[src/design/lspq_pkg.sv]
// shared types, codes and constants of the linear scan priority queue
// no dependencies; used by every module of the block
package lspq_pkg;

	localparam int CNT_W         = 5;
	localparam int QUEUE_DEPTH_D = 16;
	localparam int CAP_RESET     = 16;
	localparam int APB_AW        = 3;
	localparam int APB_DW        = 32;

	localparam logic REG_CAPACITY = 1'b0;

	typedef enum logic [1:0] {
		OP_INSERT  = 2'd0,
		OP_EXTRACT = 2'd1,
		OP_CLEAR   = 2'd2,
		OP_NOP     = 2'd3
	} opcode_t;

	typedef enum logic [1:0] {
		ST_DONE      = 2'd0,
		ST_FULL_DROP = 2'd1,
		ST_EMPTY     = 2'd2
	} status_t;

	typedef enum logic [1:0] {
		S_IDLE,
		S_SCAN,
		S_SCAN_END,
		S_SHIFT
	} state_t;

	typedef struct packed {
		logic [7:0]  prio;
		logic [15:0] job_id;
		logic [7:0]  pages;
	} entry_t;

	typedef struct packed {
		logic imm;
		logic scan_start;
		logic scan_rd;
		logic scan_cmp;
		logic scan_end;
		logic shift_step;
		logic ext_done;
	} cmd_t;

	typedef struct packed {
		logic count_zero;
		logic scan_first;
		logic scan_last;
		logic sh_more;
		logic sh_pend;
	} sts_t;

endpackage

[src/design/lspq_regs.sv]
// apb register file: queue capacity register and its saturated value
// depends on lspq_pkg
module lspq_regs #(
	parameter int QUEUE_DEPTH = lspq_pkg::QUEUE_DEPTH_D
) (
	input  logic                       clk,
	input  logic                       arst_n,
	input  logic                       psel,
	input  logic                       penable,
	input  logic                       pwrite,
	input  logic [lspq_pkg::APB_AW-1:0] paddr,
	input  logic [lspq_pkg::APB_DW-1:0] pwdata,
	output logic [lspq_pkg::APB_DW-1:0] prdata,
	output logic                       pready,
	output logic [lspq_pkg::CNT_W-1:0] cap_eff
);

	localparam int CAP_MAX = (QUEUE_DEPTH < 31) ? QUEUE_DEPTH : 31;

	logic [lspq_pkg::CNT_W-1:0] cap_q;
	logic                       sel_cap;

	assign pready  = 1'b1;
	assign sel_cap = (paddr[2] == lspq_pkg::REG_CAPACITY);

	always_ff @(posedge clk or negedge arst_n) begin
		if (!arst_n) begin
			cap_q <= lspq_pkg::CNT_W'(lspq_pkg::CAP_RESET);
		end else if (psel && penable && pwrite && pready && sel_cap) begin
			cap_q <= pwdata[lspq_pkg::CNT_W-1:0];
		end
	end

	always_comb begin
		prdata = '0;
		if (sel_cap) begin
			prdata[lspq_pkg::CNT_W-1:0] = cap_q;
		end
	end

	// capacity above the store depth saturates
	assign cap_eff = (cap_q > lspq_pkg::CNT_W'(CAP_MAX)) ? lspq_pkg::CNT_W'(CAP_MAX) : cap_q;

endmodule

[src/design/lspq_ctrl.sv]
// controller state machine: sequences scan and shift, owns the handshakes
// depends on lspq_pkg
module lspq_ctrl (
	input  logic              clk,
	input  logic              arst_n,
	input  logic              s_tvalid,
	input  lspq_pkg::opcode_t op,
	input  logic              m_tready,
	input  lspq_pkg::sts_t    sts,
	output logic              s_tready,
	output logic              m_tvalid,
	output lspq_pkg::cmd_t    cmd
);

	lspq_pkg::state_t state_q, state_nx;
	logic             out_valid_q;
	logic             accept;
	logic             shift_done;

	assign s_tready   = (state_q == lspq_pkg::S_IDLE) && (!out_valid_q || m_tready);
	assign accept     = s_tvalid && s_tready;
	assign shift_done = !sts.sh_more && !sts.sh_pend;
	assign m_tvalid   = out_valid_q;

	always_comb begin
		state_nx = state_q;
		case (state_q)
			lspq_pkg::S_IDLE: begin
				if (accept && op == lspq_pkg::OP_EXTRACT && !sts.count_zero) begin
					state_nx = lspq_pkg::S_SCAN;
				end
			end
			lspq_pkg::S_SCAN: begin
				if (sts.scan_last) begin
					state_nx = lspq_pkg::S_SCAN_END;
				end
			end
			lspq_pkg::S_SCAN_END: state_nx = lspq_pkg::S_SHIFT;
			lspq_pkg::S_SHIFT: begin
				if (shift_done) begin
					state_nx = lspq_pkg::S_IDLE;
				end
			end
			default: state_nx = lspq_pkg::S_IDLE;
		endcase
	end

	always_comb begin
		cmd = '0;
		case (state_q)
			lspq_pkg::S_IDLE: begin
				if (accept) begin
					if (op == lspq_pkg::OP_EXTRACT && !sts.count_zero) begin
						cmd.scan_start = 1'b1;
					end else begin
						cmd.imm = 1'b1;
					end
				end
			end
			lspq_pkg::S_SCAN: begin
				cmd.scan_rd  = 1'b1;
				cmd.scan_cmp = !sts.scan_first;
			end
			lspq_pkg::S_SCAN_END: cmd.scan_end = 1'b1;
			lspq_pkg::S_SHIFT: begin
				cmd.shift_step = !shift_done;
				cmd.ext_done   = shift_done;
			end
			default: cmd = '0;
		endcase
	end

	always_ff @(posedge clk or negedge arst_n) begin
		if (!arst_n) begin
			state_q     <= lspq_pkg::S_IDLE;
			out_valid_q <= 1'b0;
		end else begin
			state_q <= state_nx;
			if (cmd.imm || cmd.ext_done) begin
				out_valid_q <= 1'b1;
			end else if (m_tready) begin
				out_valid_q <= 1'b0;
			end
		end
	end

endmodule

[src/design/lspq_dp.sv]
// datapath: entry memory, count, scan pointer, best entry, shift pointer, result register
// depends on lspq_pkg
module lspq_dp #(
	parameter int QUEUE_DEPTH = lspq_pkg::QUEUE_DEPTH_D
) (
	input  logic                       clk,
	input  logic                       arst_n,
	input  lspq_pkg::cmd_t             cmd,
	input  lspq_pkg::opcode_t          op,
	input  lspq_pkg::entry_t           in_entry,
	input  logic [lspq_pkg::CNT_W-1:0] cap_eff,
	output lspq_pkg::sts_t             sts,
	output lspq_pkg::status_t          res_status,
	output logic                       res_hit,
	output lspq_pkg::entry_t           res_entry,
	output logic [lspq_pkg::CNT_W-1:0] res_count,
	output logic                       res_empty,
	output logic                       res_full
);

	localparam int AW = $clog2(QUEUE_DEPTH);
	localparam int CW = lspq_pkg::CNT_W;

	lspq_pkg::entry_t mem [QUEUE_DEPTH];

	logic [CW-1:0]    count_q;
	logic [CW-1:0]    scan_idx_q;
	logic [CW-1:0]    rd_idx_q;
	logic [CW-1:0]    best_idx_q;
	logic [CW-1:0]    sh_q;
	logic             sh_pend_q;
	lspq_pkg::entry_t rd_data_q;
	lspq_pkg::entry_t best_q;

	logic              take;
	logic              rd_en;
	logic [AW-1:0]     rd_addr;
	logic              wr_en;
	logic [AW-1:0]     wr_addr;
	lspq_pkg::entry_t  wr_data;
	logic              ins_ok;
	logic [CW-1:0]     imm_count;
	lspq_pkg::status_t imm_status;

	assign sts.count_zero = (count_q == '0);
	assign sts.scan_first = (scan_idx_q == '0);
	assign sts.scan_last  = (scan_idx_q == count_q - CW'(1));
	assign sts.sh_more    = (sh_q < count_q);
	assign sts.sh_pend    = sh_pend_q;

	// first entry is always taken, later ones only on strictly higher priority
	assign take   = (rd_idx_q == '0) || (rd_data_q.prio > best_q.prio);
	assign ins_ok = (count_q < cap_eff);

	always_comb begin
		imm_count  = count_q;
		imm_status = lspq_pkg::ST_DONE;
		case (op)
			lspq_pkg::OP_INSERT: begin
				if (ins_ok) begin
					imm_count = count_q + CW'(1);
				end else begin
					imm_status = lspq_pkg::ST_FULL_DROP;
				end
			end
			lspq_pkg::OP_EXTRACT: imm_status = lspq_pkg::ST_EMPTY;
			lspq_pkg::OP_CLEAR:   imm_count  = '0;
			default:              imm_count  = count_q;
		endcase
	end

	// one read port: scan pointer or shift pointer
	always_comb begin
		rd_en   = 1'b0;
		rd_addr = AW'(scan_idx_q);
		if (cmd.scan_rd) begin
			rd_en = 1'b1;
		end else if (cmd.shift_step && sts.sh_more) begin
			rd_en   = 1'b1;
			rd_addr = AW'(sh_q);
		end
	end

	// one write port: append at the tail or move an entry down one place
	always_comb begin
		wr_en   = 1'b0;
		wr_addr = AW'(count_q);
		wr_data = in_entry;
		if (cmd.imm && op == lspq_pkg::OP_INSERT && ins_ok) begin
			wr_en = 1'b1;
		end else if (cmd.shift_step && sh_pend_q) begin
			wr_en   = 1'b1;
			wr_addr = AW'(rd_idx_q - CW'(1));
			wr_data = rd_data_q;
		end
	end

	always_ff @(posedge clk) begin
		if (wr_en) begin
			mem[wr_addr] <= wr_data;
		end
	end

	always_ff @(posedge clk) begin
		if (rd_en) begin
			rd_data_q <= mem[rd_addr];
		end
	end

	always_ff @(posedge clk or negedge arst_n) begin
		if (!arst_n) begin
			count_q    <= '0;
			scan_idx_q <= '0;
			rd_idx_q   <= '0;
			best_idx_q <= '0;
			sh_q       <= '0;
			sh_pend_q  <= 1'b0;
		end else begin
			if (cmd.imm) begin
				count_q <= imm_count;
			end else if (cmd.ext_done) begin
				count_q <= count_q - CW'(1);
			end
			if (cmd.scan_start) begin
				scan_idx_q <= '0;
			end else if (cmd.scan_rd) begin
				scan_idx_q <= scan_idx_q + CW'(1);
				rd_idx_q   <= scan_idx_q;
			end
			if ((cmd.scan_cmp || cmd.scan_end) && take) begin
				best_idx_q <= rd_idx_q;
			end
			if (cmd.scan_end) begin
				sh_q      <= (take ? rd_idx_q : best_idx_q) + CW'(1);
				sh_pend_q <= 1'b0;
			end else if (cmd.shift_step) begin
				if (sts.sh_more) begin
					rd_idx_q  <= sh_q;
					sh_q      <= sh_q + CW'(1);
					sh_pend_q <= 1'b1;
				end else begin
					sh_pend_q <= 1'b0;
				end
			end
		end
	end

	always_ff @(posedge clk) begin
		if ((cmd.scan_cmp || cmd.scan_end) && take) begin
			best_q <= rd_data_q;
		end
	end

	// result register
	always_ff @(posedge clk) begin
		if (cmd.imm) begin
			res_status <= imm_status;
			res_hit    <= 1'b0;
			res_entry  <= '0;
			res_count  <= imm_count;
			res_empty  <= (imm_count == '0);
			res_full   <= (imm_count >= cap_eff);
		end else if (cmd.ext_done) begin
			res_status <= lspq_pkg::ST_DONE;
			res_hit    <= 1'b1;
			res_entry  <= best_q;
			res_count  <= count_q - CW'(1);
			res_empty  <= (count_q == CW'(1));
			res_full   <= ((count_q - CW'(1)) >= cap_eff);
		end
	end

endmodule

[src/design/linear_scan_priority_queue_unit.sv]
// top level of the linear scan priority queue: stream channels, apb port
// depends on lspq_pkg, lspq_regs, lspq_ctrl, lspq_dp
//
// usage
// - s_* channel: one operation per transfer, opcode in s_tuser, job fields in s_tdata
// - m_* channel: exactly one result transfer per operation, in operation order
// - apb port: queue_capacity at byte address 0, read back as written (5 bits)
// - insert, clear and no-op finish in the accepting cycle; the result is
//   offered on m_tvalid in the following cycle
// - extract of n held entries: n scan reads through the single read port, the
//   S_SCAN_END state to settle the winner at index b, then S_SHIFT moves each
//   later entry down one place; the result is registered when the shift ends,
//   and the next transfer can be taken at the earliest while that result is
//   offered, if m_tready is high
// - one operation is in flight at a time; s_tready is high only when the
//   sequencer is idle and the result register is empty or being taken
// - a stalled m_tready holds the result in its register and stops new transfers
// - reset empties the queue (count only, the memory keeps its contents) and
//   sets the capacity to 16; no clearing pass is needed
module linear_scan_priority_queue_unit #(
	parameter int QUEUE_DEPTH = lspq_pkg::QUEUE_DEPTH_D
) (
	input  logic                        clk,
	input  logic                        arst_n,
	input  logic                        s_tvalid,
	output logic                        s_tready,
	input  logic [31:0]                 s_tdata,   // entry_priority, entry_job_id, entry_pages
	input  logic [1:0]                  s_tuser,   // opcode
	output logic                        m_tvalid,
	input  logic                        m_tready,
	output logic [39:0]                 m_tdata,   // out_priority, out_job_id, out_pages,
	                                               // entry_count, is_empty, is_full, zero pad
	output logic [2:0]                  m_tuser,   // result_status, out_valid
	input  logic                        psel,
	input  logic                        penable,
	input  logic                        pwrite,
	input  logic [lspq_pkg::APB_AW-1:0] paddr,
	input  logic [lspq_pkg::APB_DW-1:0] pwdata,
	output logic [lspq_pkg::APB_DW-1:0] prdata,
	output logic                        pready
);

	localparam int CAP_MAX = (QUEUE_DEPTH < 31) ? QUEUE_DEPTH : 31;

	lspq_pkg::cmd_t             cmd;
	lspq_pkg::sts_t             sts;
	lspq_pkg::opcode_t          op;
	lspq_pkg::entry_t           in_entry;
	logic [lspq_pkg::CNT_W-1:0] cap_eff;
	lspq_pkg::status_t          res_status;
	logic                       res_hit;
	lspq_pkg::entry_t           res_entry;
	logic [lspq_pkg::CNT_W-1:0] res_count;
	logic                       res_empty;
	logic                       res_full;

	// unpack the input transfer
	assign op              = lspq_pkg::opcode_t'(s_tuser);
	assign in_entry.prio   = s_tdata[7:0];
	assign in_entry.job_id = s_tdata[23:8];
	assign in_entry.pages  = s_tdata[31:24];

	lspq_regs #(
		.QUEUE_DEPTH(QUEUE_DEPTH)
	) u_regs (
		.clk    (clk),
		.arst_n (arst_n),
		.psel   (psel),
		.penable(penable),
		.pwrite (pwrite),
		.paddr  (paddr),
		.pwdata (pwdata),
		.prdata (prdata),
		.pready (pready),
		.cap_eff(cap_eff)
	);

	// sequencer and handshakes
	lspq_ctrl u_ctrl (
		.clk     (clk),
		.arst_n  (arst_n),
		.s_tvalid(s_tvalid),
		.op      (op),
		.m_tready(m_tready),
		.sts     (sts),
		.s_tready(s_tready),
		.m_tvalid(m_tvalid),
		.cmd     (cmd)
	);

	// memory, pointers and result register
	lspq_dp #(
		.QUEUE_DEPTH(QUEUE_DEPTH)
	) u_dp (
		.clk       (clk),
		.arst_n    (arst_n),
		.cmd       (cmd),
		.op        (op),
		.in_entry  (in_entry),
		.cap_eff   (cap_eff),
		.sts       (sts),
		.res_status(res_status),
		.res_hit   (res_hit),
		.res_entry (res_entry),
		.res_count (res_count),
		.res_empty (res_empty),
		.res_full  (res_full)
	);

	// pack the result transfer
	assign m_tdata = {1'b0, res_full, res_empty, res_count,
		res_entry.pages, res_entry.job_id, res_entry.prio};
	assign m_tuser = {res_hit, res_status};

	// no new operation while a held result is not being taken
	a_no_accept_over_result: assert property (@(posedge clk) disable iff (!arst_n)
		s_tready |-> (!m_tvalid || m_tready))
		else $error("input taken while result register is blocked");

	// input is closed while an extract is scanning or shifting
	a_closed_while_busy: assert property (@(posedge clk) disable iff (!arst_n)
		(cmd.scan_rd || cmd.scan_end || cmd.shift_step) |-> !s_tready)
		else $error("input open during extract");

	// a returned entry always comes with a done status
	a_hit_status: assert property (@(posedge clk) disable iff (!arst_n)
		(m_tvalid && m_tuser[2]) |-> (m_tuser[1:0] == lspq_pkg::ST_DONE))
		else $error("returned entry with error status");

	// the reported count never exceeds the largest capacity in effect
	a_count_bound: assert property (@(posedge clk) disable iff (!arst_n)
		m_tvalid |-> (m_tdata[36:32] <= lspq_pkg::CNT_W'(CAP_MAX)))
		else $error("entry count beyond capacity");

	// an extract result is ready in the cycle after the shift finishes
	a_done_to_valid: assert property (@(posedge clk) disable iff (!arst_n)
		cmd.ext_done |=> (m_tvalid && m_tuser[2]))
		else $error("extract result not presented");

endmodule
[config.mk]
export PLATFORM = sky130hd
export DESIGN_NAME = linear_scan_priority_queue_unit
export DESIGN_NICKNAME = d
export VERILOG_FILES = /design/src/design/lspq_pkg.sv /design/src/design/lspq_regs.sv /design/src/design/lspq_ctrl.sv /design/src/design/lspq_dp.sv /design/src/design/linear_scan_priority_queue_unit.sv
export SDC_FILE = /design/constraint.sdc
export NUM_CORES = 1
export LEC_CHECK = 0
export BUFFER_PORTS_ARGS = -buffer_cell sky130_fd_sc_hd__buf_4
export CORE_MARGIN = 2
export CORE_UTILIZATION = 43
export DETAILED_ROUTE_END_ITERATION = 8
export GPL_TIMING_DRIVEN = 0
export PLACE_DENSITY_LB_ADDON = 0.2
export RECOVER_POWER = 50
export SYNTH_ARGS = -nofsm -noshare
export SYNTH_HDL_FRONTEND = slang
export SYNTH_SLANG_ARGS = --single-unit
[constraint.sdc]
create_clock -name clk -period 12.2 [get_ports clk]
set_clock_uncertainty 0.05 [all_clocks]
set_input_delay 1.22 -clock clk [delete_from_list [all_inputs] [get_ports clk]]
set_output_delay 1.22 -clock clk [all_outputs]
set_load 0.01 [all_outputs]
# Word-level counts from Yosys, hierarchy flattened
# Memories as Yosys holds them, arrays and structs flattened. A register that Yosys moved wholly into a read port is not among the register bits.
# Cells that the tools add are included.
[word_totals]
memories = 1
out_inout_bits = 78
in_bits = 76
ramBits = 512
reg_bits = 108
latch_bits = 0
rom_bits = 0
[op_classes]
mux = 53
n_addsub = 6
n_eq_ne = 10
bitwise = 1
reduce_logical = 37
magnitude_cmp = 6
shifts = 0
multipliers = 0
n_div = 0
[memory_table]
columns = ["name", "words", "word_bits", "rd", "rd_ports_with_merged_regs", "write_ports", "line_no", "rtl"]
rows = [
  ["u_dp.mem", 16, 32, 1, 1, 1, "lspq_dp.sv:24", "lspq_pkg::entry_t mem [QUEUE_DEPTH];"],
]
[ops]
columns = ["op", "count"]
rows = [
  ["2-to-1 mux 5 bit", 16],
  ["2-to-1 mux 32 bit", 2],
  ["adder 5 x 1 -> 5 bit (second input constant)", 4],
  ["zero test 5 bit", 4],
  ["2-to-1 mux 1 bit", 19],
  ["2-to-1 mux 2 bit", 9],
  ["2-to-1 mux 4 bit", 4],
  ["logical AND 1 bit", 14],
  [">= comparator 5 bit", 2],
  ["< comparator 5 bit", 2],
  ["case mux 5 bit (2 select lines)", 1],
  ["nonzero test 2 bit", 5],
  ["> comparator 8 bit", 1],
  ["case mux 2 bit (4 select lines)", 1],
  ["== test 2 bit (second input constant)", 3],
  ["zero test 1 bit", 6],
  ["== test 5 x 1 -> 1 bit (second input constant)", 1],
  ["== test 5 bit", 1],
  ["> comparator 5 bit (second input constant)", 1],
  ["subtractor 5 x 1 -> 5 bit (second input constant)", 1],
  ["== test 2 x 1 -> 1 bit (second input constant)", 2],
  ["zero test 2 bit", 2],
  ["logical OR 1 bit", 4],
  ["inequality test 2 bit (second input constant)", 2],
  ["6 further kinds", 6],
]

# Longest topological paths before layout
# Gate-level depths: netlist of the first run.
[logic_depth]
word_depth = 11
mapped_depth = 17
ltp_nobuf = 17

# Cells and area by module
# From an unflattened synthesis of the first run, not the netlist that was laid out.
[unflattened]
cells_unflattened = 1641
area_unflattened_um2 = 26685.6
[modules_own_cells]
columns = ["mod", "area_each_um2", "n_inst", "cells_per_inst"]
rows = [
  ["lspq_dp", 25906.1, 1, 1559],
  ["lspq_regs", 496.7, 1, 51],
  ["lspq_ctrl", 249.0, 1, 26],
  ["linear_scan_priority_queue_unit", 33.8, 1, 5],
]

# Least setup slack after synthesis of the first run
# OpenSTA, ideal clock, no wires.
[synth_timing]
kind = "flip-flop to flip-flop"
start = "register u_regs.cap_q[4] in the netlist's numbering"
end = "memory u_dp.mem[11][0] in the netlist's numbering, enable pin"
arrival_time_ps = 4920
stages_incl_launch_ff = 13
setup_slack_ps = 6769
synth_period_minus_slack_ps = 5431
setup_time_ps = 461
t_required_ps = 11689
path_cell_list = "dfstp_2 > inv_1 > nand2_1 > ha_1 > nor2b_1 > o21a_1 > o21a_1 > o21a_1 > o311ai_1 > buf_2 > mux2i_1 > nand2_1 > nor3_1"
[synth_between]
elab_chain_cells = 7
[synth_lines]
columns = ["item", "line_no", "rtl"]
rows = [
  ["from (decl)", "lspq_regs.sv:20", "logic [lspq_pkg::CNT_W-1:0] cap_q;"],
  ["from (signal assigned)", "lspq_regs.sv:28", "cap_q <= lspq_pkg::CNT_W'(lspq_pkg::CAP_RESET);"],
  ["from (signal assigned)", "lspq_regs.sv:30", "cap_q <= pwdata[lspq_pkg::CNT_W-1:0];"],
  ["> comparator 5 bit", "lspq_regs.sv:42", "assign cap_eff = (cap_q > lspq_pkg::CNT_W'(CAP_MAX)) ? lspq_pkg::CNT_W'(CAP_MAX) : cap_q;"],
  ["2-to-1 mux 5 bit *", "lspq_regs.sv:42", ""],
  ["< comparator 5 bit *", "lspq_dp.sv:53", "assign ins_ok = (count_q < cap_eff);"],
  ["logical AND 1 bit *", "lspq_dp.sv:89", "if (cmd.imm && op == lspq_pkg::OP_INSERT && ins_ok) begin"],
  ["2-to-1 mux 1 bit", "lspq_dp.sv:89", ""],
  ["2-to-1 mux 1 bit", "lspq_dp.sv:99", "if (wr_en) begin"],
  ["2-to-1 mux 1 bit (implied by the code)", "lspq_dp.sv:100", "mem[wr_addr] <= wr_data;"],
  ["to (decl)", "lspq_dp.sv:24", ""],
]
# Mark *: on every way between the ends. The rest lies on a longest branch, timed or not.

# Worst setup path in the final report of the first run
[layout_timing]
start = "register u_dp.count_q[0]"
end = "memory u_dp.mem[12][25] in the netlist's numbering, enable pin"
[layout_between]
elab_chain_cells = 11
[layout_lines]
columns = ["item", "line_no", "rtl"]
rows = [
  ["from (decl)", "lspq_dp.sv:26", "logic [CW-1:0] count_q;"],
  ["from (signal assigned)", "lspq_dp.sv:120", "count_q <= imm_count;"],
  ["from (signal assigned)", "lspq_dp.sv:122", "count_q <= count_q - CW'(1);"],
  ["parallel branches: the longest is 11 deep, another holds < comparator 5 bit", "--", ""],
]
# Several ways; the timed one is not identified.

==> results.yml, run 1 <==
outcome:
  status: "finished with violations"
  violations: "capacitance limit, slew limit"
floorplan:
  core_area_sq_um: 61830
  dieArea_sq_um: 64710
  start_util: 0.4360
  io_pins: 154
  die_y_um: 254.4
  num_rows: 91
  die_x_um: 254.4
worst_setup_path:
  rrSetupSlack_ps: 6450
  cp.depth: 13
  slowest_delay_ps: 1090
  crit_top_cell: "o21a_1"
  timing.rr.start: "u_dp.count_q[0]$_DFFE_PN0P_"
  cp.required_ps: 12450
  path_cells: "clkbuf_1, inv_1, ha_1, nor2b_1, o21a_1, o21a_1, o21a_1, o311ai_0, clkbuf_1, o21ai_1, nor3_1, buf_4, buf_6"
  end_kind: "flop"
  path_delay_family: "compound AO/OA/AOI/OAI gates"
  worst_setup_path_start_kind: "flop"
  critPathMaxFanout: 10
  crit_buf_inv: 5
  r2r_cells: 13
  crit_type: "flop to flop"
  worstSetupEndpoint: "u_dp.mem[12][25]$_DFFE_PP_"
  critPathLaunch: "u_dp.count_q[0]$_DFFE_PN0P_"
  worstPathArrival_ps: 6010
  cp_slowest_cell: "nor3_1"
  reg2reg_to: "u_dp.mem[12][25]$_DFFE_PP_"
timing:
  setup_viol: 0
  setup_slack_ps: 6445
  fin_crit_sh: 0.4717
  max_freq_mhz: 173.8
  rsz0062_at_grt: "no"
  tightest_slew_ps: 3882
  finalCriticalPeriod_ps: 5755
  whs_ps: 394.0
  hold_violations: 0
  setup-tns-final_ps: 0
  slew_viol_final: 119
  slew_headroom: -1.588
logic_synthesis:
  syn_area_sq_um: 26960
  synth-edff-count: 585
  synthArstFlopShare: 0.05215
  yosysSeqAreaShare: 0.7078
  synth_cell_types: 69
  syn-instance-count: 1681
  syn_area_per_cell_sq_um: 16.04
  synth_ff_type: "edfxtp_1"
  ys_warn_count: 0
  ys_ff_latch: 652
power_and_ir_drop:
  p_comb_frac: 0.389
  intPower_mw: 5.367
  power_frac_clock: 0.244
  swShare: 0.3633
  power_frac_seq: 0.367
  p_leak_nw: 11.21
  irDropWorstVdd_mv: 0.1368
  finalPower_mw: 8.430
  power_density_nw_per_um2: 267.1
  p_sw_mw: 3.063
clock_network:
  numCtsBuffers: 70
  clk_latency_ps: 600
  ctsResizeCount: 0
  cts_tree: "yes"
  cts-hold-fix-buffers: 0
  cts.sinks: 652
  root_buffer: "clkbuf_16"
  h-tree-depth: 3
  clk_path_buf_depth: 3
  clk_pin_slew_worst_paths_ps: 60
  cts_setup_buffers: 0
run:
  cap_viol_max_count: 5
finish:
  fillers: 5255
  final_cell_mix: "585 x edfxtp_1, 156 x mux2i_1, 115 x clkbuf_1"
  diodes: 0
  final_common_cell: "edfxtp_1"
  finalNetCount: 2055
  final_cells: 2826
  syn_to_final_growth_pct: 17.09
  drive_gt1_frac: 0.1845
global_routing:
  grt_antenna_before_repair: 3
  grt_usage: 0.2264
  gr-total-overflow: 0
  grt_start_max_net_pins: 35
  grt_pass1_wl_um: 104500
  grt_pass1_vias: 15480
route:
  vias: 15730
  drc: 0
  avgRoutedWirePerCell_um: 25.73
  first_pass_iters: 6
  wl_um: 72720
  viasPerCell: 5.566
  ant_nets: 0
  drtIter0Drc: 1380
place:
  gp_congestion: 0.8644
  dp_slack_ps: 7315
  port_buffers: 95
  placed_cells: 2705
  dpl.hpwl_um: 49390
worst_hold_path:
  hp-class: "flop to flop"
stage by stage:
stage               instance area [sq um]  utilization
finish                              31570       0.5106
global route                        31570       0.5106
CTS                                 31860       0.5153
detailed placement                  29670       0.4798
global placement                    28820       0.4661
floorplan                           27060            -
layout make-up:
cell class	count	area [sq um]	area share
clock buffers	92	1906	0.06037
well taps	837	1047	0.03318
clock inverters	29	289.0	0.009156
flip-flops and latches	652	19080	0.6044
inverters	32	120.1	0.003805
multi-input cells	910	7173	0.2272
plain buffers	114	693.2	0.02196
repair buffers	160	1257	0.03984
routing by layer:
metal  share of wire  global-route usage  wire length, um  vias up
met2            0.46              0.3595            33760      602
met3           0.074             0.04930             5351      120
met1            0.43              0.3127            31490     7944
li1                -                   -                -     7063
met4           0.029             0.06924             2130        0
met5               0                   0                0        -
power by group through the flow:
stage / clock network, mW / logic (mW) / registers (mW)
4_1_cts: 2.09 / 3.37 / 3.08
5_1_grt: 2.16 / 3.53 / 3.12
3_3_place_gp: 0 / 3.27 / 3.13
6_report: 2.05 / 3.28 / 3.09
3_5_place_dp: 0 / 3.36 / 3.12
2_1_floorplan: 0 / 2.23 / 3.05
Yosys cell counts (all sizes together), types with 2 or more instances:
| master | instances | share of area |
|---|---|---|
| xor2 | 10 | 0.0032 |
| nor3 | 32 | 0.0059 |
| a31oi | 8 | 0.0023 |
| or4 | 7 | 0.0019 |
| dfrtp | 33 | 0.031 |
| ha | 39 | 0.018 |
| nand3 | 7 | 0.0013 |
| o22ai | 26 | 0.0060 |
| and3 | 3 | 0.00070 |
| o311a | 2 | 0.00074 |
| and2 | 6 | 0.0014 |
| or2 | 7 | 0.0016 |
| nor2b | 10 | 0.0023 |
| a21boi | 2 | 0.00056 |
| buf | 74 | 0.020 |
| nor2 | 36 | 0.0056 |
| o31ai | 8 | 0.0022 |
| nand4 | 4 | 0.00093 |
| a211oi | 5 | 0.0014 |
| nand2 | 110 | 0.015 |
| a221o | 2 | 0.00074 |
| a21oi | 56 | 0.011 |
| a22o | 2 | 0.00065 |
| edfxtp | 585 | 0.65 |
| o22a | 25 | 0.0081 |
| xnor2 | 8 | 0.0026 |
| nor4 | 4 | 0.0015 |
| or3 | 5 | 0.0012 |
| nand2b | 9 | 0.0021 |
| a41oi | 2 | 0.00065 |
| conb | 2 | 0.00028 |
| o2111ai | 25 | 0.0081 |
| a22oi | 12 | 0.0033 |
| a2bb2oi | 40 | 0.013 |
| a222oi | 25 | 0.0093 |
| nand3b | 2 | 0.00056 |
| o21ai | 24 | 0.0045 |
| o21a | 8 | 0.0022 |
| inv | 32 | 0.0045 |
| o211ai | 3 | 0.00084 |
| dfxtp | 33 | 0.025 |
| clkbuf | 40 | 0.0056 |
| mux2 | 134 | 0.056 |
| a21o | 6 | 0.0017 |
| mux2i | 156 | 0.058 |
registers in the layout, indices dropped and copies added, names as in the netlist, 32 cells and up:
signal,flops
u_dp.res_entry,32
u_dp.mem,512
u_dp.best_q,32
u_dp.rd_data_q,32
how the worst min path moves through the flow:
stage                                            start                         to  slack [ps]  depth (start not counted)
final                     u_dp.rd_data_q[13]$_DFFE_PP_  u_dp.best_q[13]$_DFFE_PP_         390                          0
after global routing      u_dp.rd_data_q[19]$_DFFE_PP_  u_dp.best_q[19]$_DFFE_PP_         410                          0
after CTS                  u_dp.rd_data_q[0]$_DFFE_PP_   u_dp.best_q[0]$_DFFE_PP_         400                          0
after detailed placement  u_dp.rd_data_q[13]$_DFFE_PP_  u_dp.best_q[13]$_DFFE_PP_         380                          0
after global placement    u_dp.rd_data_q[15]$_DFFE_PP_  u_dp.best_q[15]$_DFFE_PP_         380                          0
after floorplan            u_dp.rd_data_q[0]$_DFFE_PP_   u_dp.best_q[0]$_DFFE_PP_         370                          0
worst register-to-register path: stages, from the launching register on:
cell	delay, ps
dfrtp_1	450
clkbuf_1	320
inv_1	250
ha_1	170
nor2b_1	40
o21a_1	160
o21a_1	180
o21a_1	260
o311ai_0	850
clkbuf_1	630
o21ai_1	400
nor3_1	1090
buf_4	390
buf_6	200
cells by family after synthesis:
logic type	synth area share
compound gates	0.07918
xor+xnor	0.005848
flops	0.7078
buf+inv	0.03045
other cells	0.0002786
mux	0.1144
fa+ha+maj	0.01810
simple gates	0.04400
Note: power is estimated with default switching activity, not from simulation.
==> inputs of run 2 (changes only) <==
==> constraint.sdc (replaced) <==
create_clock -name clk -period 5.4 [get_ports clk]
set_clock_uncertainty 0.05 [all_clocks]
set_input_delay 0.54 -clock clk [delete_from_list [all_inputs] [get_ports clk]]
set_output_delay 0.54 -clock clk [all_outputs]
set_load 0.01 [all_outputs]
==> results.yml, run 2 (synthesized netlist as in run 1, its figures left out) <==
finish:
  final_cell_mix: "585 x edfxtp_1, 156 x mux2i_1, 112 x clkbuf_1"
  stdcell_area_sq_um: 31590
  finalNetCount: 2056
  largest_register_ff_count: 512
  fillers: 5253
  top_register: "u_dp.mem"
  drive_gt1_frac: 0.1869
  final_common_cell: "edfxtp_1"
  diodes: 0
  multi_input_area_sq_um: 7183
  seq_area_sq_um: 19080
  final_core_util: 0.5110
  final_cells: 2827
  syn_to_final_growth_pct: 17.19
route:
  avgRoutedWirePerCell_um: 25.71
  viasPerCell: 5.544
  drtIter0Drc: 1472
  ant_nets: 0
  first_pass_iters: 6
  vias: 15670
  wl_um: 72680
  drc: 0
timing:
  max_freq_mhz: 198.0
  setup_viol: 0
  slew_viol_final: 60
  fin_crit_sh: 0.9352
  rsz0062_at_grt: "no"
  hold_violations: 0
  finalCriticalPeriod_ps: 5050
  whs_ps: 117.2
  tightest_slew_ps: 2021
  slew_headroom: -0.3521
worst_setup_path:
  cp_slowest_cell: "nor3_1"
  cp.required_ps: 5650
  worst_setup_path_start_kind: "flop"
  crit_top_cell: "o21a_1"
  critPathMaxFanout: 10
  crit_type: "flop to flop"
  end_kind: "flop"
  worstPathArrival_ps: 5300
  path_cells: "inv_1, nand2_1, ha_1, nor2b_1, o21a_1, o21a_1, o21a_1, o311ai_1, buf_2, mux2i_1, nand2_1, nor3_1, buf_4, buf_4"
  slowest_delay_ps: 740
place:
  placed_cells: 2705
  gp_congestion: 0.8644
  place_area_sq_um: 29670
  dpl.hpwl_um: 49390
  port_buffers: 95
global_routing:
  grt_pass1_wl_um: 104500
  grt_antenna_before_repair: 3
  grt_usage: 0.2264
  grt_start_max_net_pins: 35
  gr-total-overflow: 0
  grt_pass1_vias: 15480
floorplan:
  dieArea_sq_um: 64710
  core_area_sq_um: 61830
  die_y_um: 254.4
  die_x_um: 254.4
  num_rows: 91
  io_pins: 154
  start_util: 0.4360
clock_network:
  h-tree-depth: 3
  clk_path_buf_depth: 3
  clk_pin_slew_worst_paths_ps: 60
  ctsResizeCount: 0
  root_buffer: "clkbuf_16"
  cts-hold-fix-buffers: 1
  cts.sinks: 652
  clk_latency_ps: 600
  cts_tree: "yes"
  numCtsBuffers: 70
  cts_setup_buffers: 0
run:
  cap_viol_max_count: 3
outcome:
  violations: "capacitance limit, slew limit"
  status: "finished with violations"
power_and_ir_drop:
  irDropWorstVdd_mv: 0.3069
  power_density_nw_per_um2: 602.3
  p_leak_nw: 11.22
worst_hold_path:
  hp-class: "primary input to flop"
==> run 2: routing by layer <==
layer,vias to the layer above,part of all wire,global-route usage
met1,7926,0.43,0.3127
met4,0,0.030,0.06924
met5,-,0,0
met2,562,0.47,0.3596
met3,122,0.074,0.04930
li1,7062,-,-
==> run 2: layout make-up <==
class                      count  share of cell area
timing repair buffer         161             0.04028
clock buffer                  92             0.06032
multi-input combinational    910              0.2274
tap                          837             0.03315
clock inverter                29            0.009149
inverter                      32            0.003802
buffer                       114             0.02198
sequential                   652              0.6039
==> run 2: per-stage QoR <==
stage	total power [mW]	setup slack [ps]	setup TNS, ps
global route	19.89	144.7	0
CTS	19.29	497.5	0
finish	19.03	349.8	0
floorplan	11.93	-30.66	-3914
detailed placement	14.64	514.8	0
global placement	14.47	-3819	-1760330
==> run 2: worst max-delay path, delay by kind of cell (launching register included) <==
kind	cells	cell delay (ps)
compound gates	4	1200
simple gates	4	1190
buf+inv	4	1170
flops	1	590
mux	1	300
fa+ha+maj	1	240
==> run 2: power by group <==
group	switching [mW]	internal (mW)	total [mW]	leakage (nW)
clock	1.92	2.72	4.64	1.07
combinational	4.58	2.84	7.42	4.17
sequential	0.418	6.55	6.97	5.98
==> run 2: final timing paths <==
| kind | slack [ps] | depth (start not counted) | end | startpoint |
|---|---|---|---|---|
| setup / recovery | 350 | 14 | u_dp.mem[9][13]$_DFFE_PP_ | u_regs.cap_q[4]$_DFFE_PN1P_ |
| hold reg to reg | 400 | 0 | u_dp.best_q[0]$_DFFE_PP_ | u_dp.rd_data_q[0]$_DFFE_PP_ |
| hold / removal | 120 | 2 | u_regs.cap_q[2]$_DFFE_PN0P_ | pwdata[2] |
| setup reg to reg | 350 | 14 | u_dp.mem[9][13]$_DFFE_PP_ | u_regs.cap_q[4]$_DFFE_PN1P_ |
| min in group asynchronous | 1000 | 2 | u_regs.cap_q[3]$_DFFE_PN0P_ | arst_n |
| max in group asynchronous | 3140 | 2 | u_dp.sh_q[0]$_DFFE_PN0P_ | arst_n |
==> inputs of run 3 (changes only) <==
--- a/config.mk
+++ b/config.mk
@@ -10,7 +10,6 @@
 export CORE_UTILIZATION = 43
 export DETAILED_ROUTE_END_ITERATION = 8
 export GPL_TIMING_DRIVEN = 0
-export PLACE_DENSITY_LB_ADDON = 0.2
 export RECOVER_POWER = 50
 export SYNTH_ARGS = -nofsm -noshare
 export SYNTH_HDL_FRONTEND = slang
==> results.yml, run 3 (synthesized netlist as in run 1, its figures left out) <==
outcome:
  status: "finished with violations"
  violations: "capacitance limit, slew limit"
worst_setup_path:
  r2r_cells: 11
  crit_buf_inv: 3
  crit_top_cell: "o21a_1"
  critPathMaxFanout: 16
  slowest_delay_ps: 1090
  reg2reg_to: "u_dp.mem[15][19]$_DFFE_PP_"
  worst_setup_path_start_kind: "flop"
  end_kind: "flop"
  path_delay_family: "buffers and inverters"
  timing.rr.start: "u_regs.cap_q[4]$_DFFE_PN1P_"
  rrSetupSlack_ps: 380
  cp.required_ps: 5620
  crit_type: "flop to flop"
  path_cells: "inv_1, nand2_1, ha_1, nor2b_1, o21a_1, o21a_1, o21a_1, o311ai_1, buf_2, clkbuf_1, mux2_1"
  cp_slowest_cell: "clkbuf_1"
  worstPathArrival_ps: 5230
finish:
  seq_area_sq_um: 19080
  diodes: 0
  syn_to_final_growth_pct: 17.60
  finalNetCount: 2056
  largest_register_ff_count: 512
  drive_gt1_frac: 0.1917
  top_register: "u_dp.mem"
  final_common_cell: "edfxtp_1"
  final_cell_mix: "585 x edfxtp_1, 156 x mux2i_1, 112 x clkbuf_1"
  multi_input_area_sq_um: 7173
  fillers: 5196
floorplan:
  die_x_um: 254.4
  die_y_um: 254.4
  dieArea_sq_um: 64710
  start_util: 0.4360
  num_rows: 91
  core_area_sq_um: 61830
  io_pins: 154
clock_network:
  clk_path_buf_depth: 3
  numCtsBuffers: 70
  cts_tree: "yes"
  cts.sinks: 652
  clk_pin_slew_worst_paths_ps: 60
  h-tree-depth: 3
  cts_setup_buffers: 0
  root_buffer: "clkbuf_16"
  clk_latency_ps: 620
place:
  dpl.hpwl_um: 49040
  port_buffers: 95
  dp_slack_ps: 575.1
  gp_congestion: 0.8667
worst_hold_path:
  hp-class: "primary input to flop"
  hold_start: "pwdata[4]"
  hold_depth: 2
  min_to: "u_regs.cap_q[4]$_DFFE_PN1P_"
power_and_ir_drop:
  p_comb_frac: 0.389
  power_frac_seq: 0.362
  p_sw_mw: 7.002
  p_leak_nw: 11.27
  power_frac_clock: 0.249
  intPower_mw: 12.23
  power_density_nw_per_um2: 606.6
  irDropWorstVdd_mv: 0.3392
  swShare: 0.3641
  finalPower_mw: 19.23
global_routing:
  grt_start_max_net_pins: 35
  grt_usage: 0.2253
  grt_antenna_before_repair: 1
  grt_pass1_vias: 15690
  grt_pass1_wl_um: 104600
  gr-total-overflow: 0
timing:
  whs_ps: 117.0
  setup_slack_ps: 383.8
  fin_crit_sh: 0.9289
  hold_violations: 0
  slew_headroom: -0.6303
  slew_viol_final: 81
  setup_viol: 0
  rsz0062_at_grt: "no"
  finalCriticalPeriod_ps: 5016
  tightest_slew_ps: 2445
  max_freq_mhz: 199.4
route:
  drtIter0Drc: 1696
  drc: 0
  first_pass_iters: 5
  ant_nets: 0
  wl_um: 72030
  vias: 15810
  avgRoutedWirePerCell_um: 25.41
  viasPerCell: 5.576
run:
  cap_viol_max_count: 3
==> run 3: cell types whose count changed in the layout (fill, tap and decap cells not counted), moves of 2 or more <==
cell	previous run	this run
buf_4	93	87
nor3_2	11	9
clkinvlp_4	0	2
inv_16	0	2
buf_6	50	62
mux2_1	51	46
clkbuf_8	5	7
nor3_1	21	23
buf_8	16	9
mux2_2	83	88
clkinv_2	7	10
==> run 3: per-layer routing <==
layer	track usage	share of wire	up-vias
li1	-	-	7065
met1	0.3174	0.44	8040
met2	0.3612	0.47	599
met3	0.03868	0.070	105
met4	0.06353	0.024	0
met5	0	0	-
==> run 3: area by class of cell <==
class,instances,area share
plain buffers,114,0.02191
inverters,32,0.003789
repair buffers,161,0.04026
multi-input cells,910,0.2263
clock buffers,94,0.06165
clock inverters,35,0.01121
flip-flops and latches,652,0.6019
well taps,837,0.03304
==> run 3: power by group through the flow <==
| stage | clock [mW] | combinational, mW | sequential, mW |
|---|---|---|---|
| final | 4.80 | 7.47 | 6.96 |
| after CTS | 4.88 | 7.65 | 6.94 |
| after floorplan | 0 | 5.03 | 6.90 |
| after global routing | 5.06 | 8.03 | 7.02 |
| after detailed placement | 0 | 7.60 | 7.04 |
| after global placement | 0 | 7.40 | 7.07 |
==> run 3: timing repair <==
item                       4_1_cts  5_1_grt
setup endpoints to repair        0        0
hold buffers                     1        0
hold endpoints to repair        33        0
gates resized for setup          0        0
==> run 3: how the worst max path moves through the flow <==
stage | start | to | slack [ps] | depth (start not counted)
CTS | u_regs.cap_q[4]$_DFFE_PN1P_ | u_dp.mem[4][29]$_DFFE_PP_ | 550 | 14
global placement | u_regs.cap_q[4]$_DFFE_PN1P_ | u_dp.mem[4][7]$_DFFE_PP_ | -3640 | 12
finish | u_regs.cap_q[4]$_DFFE_PN1P_ | u_dp.mem[15][19]$_DFFE_PP_ | 380 | 11
floorplan | u_regs.cap_q[4]$_DFFE_PN1P_ | u_dp.mem[11][0]$_DFFE_PP_ | -30 | 12
global route | u_regs.cap_q[4]$_DFFE_PN1P_ | u_dp.mem[9][24]$_DFFE_PP_ | 160 | 12
detailed placement | u_regs.cap_q[4]$_DFFE_PN1P_ | u_dp.mem[4][7]$_DFFE_PP_ | 580 | 14
==> run 3: through the flow <==
| step | TNS (ps) | instances | cell area [sq um] | utilization |
|---|---|---|---|---|
| 2_1_floorplan | -3914 | 1708 | 27060 | - |
| 6_report | 0 | 2835 | 31700 | 0.5127 |
| 4_1_cts | 0 | 2835 | 31990 | 0.5174 |
| 5_1_grt | 0 | 2835 | 31700 | 0.5127 |
| 3_3_place_gp | -1727960 | 2640 | 28820 | 0.4661 |
| 3_5_place_dp | 0 | 2705 | 29670 | 0.4798 |
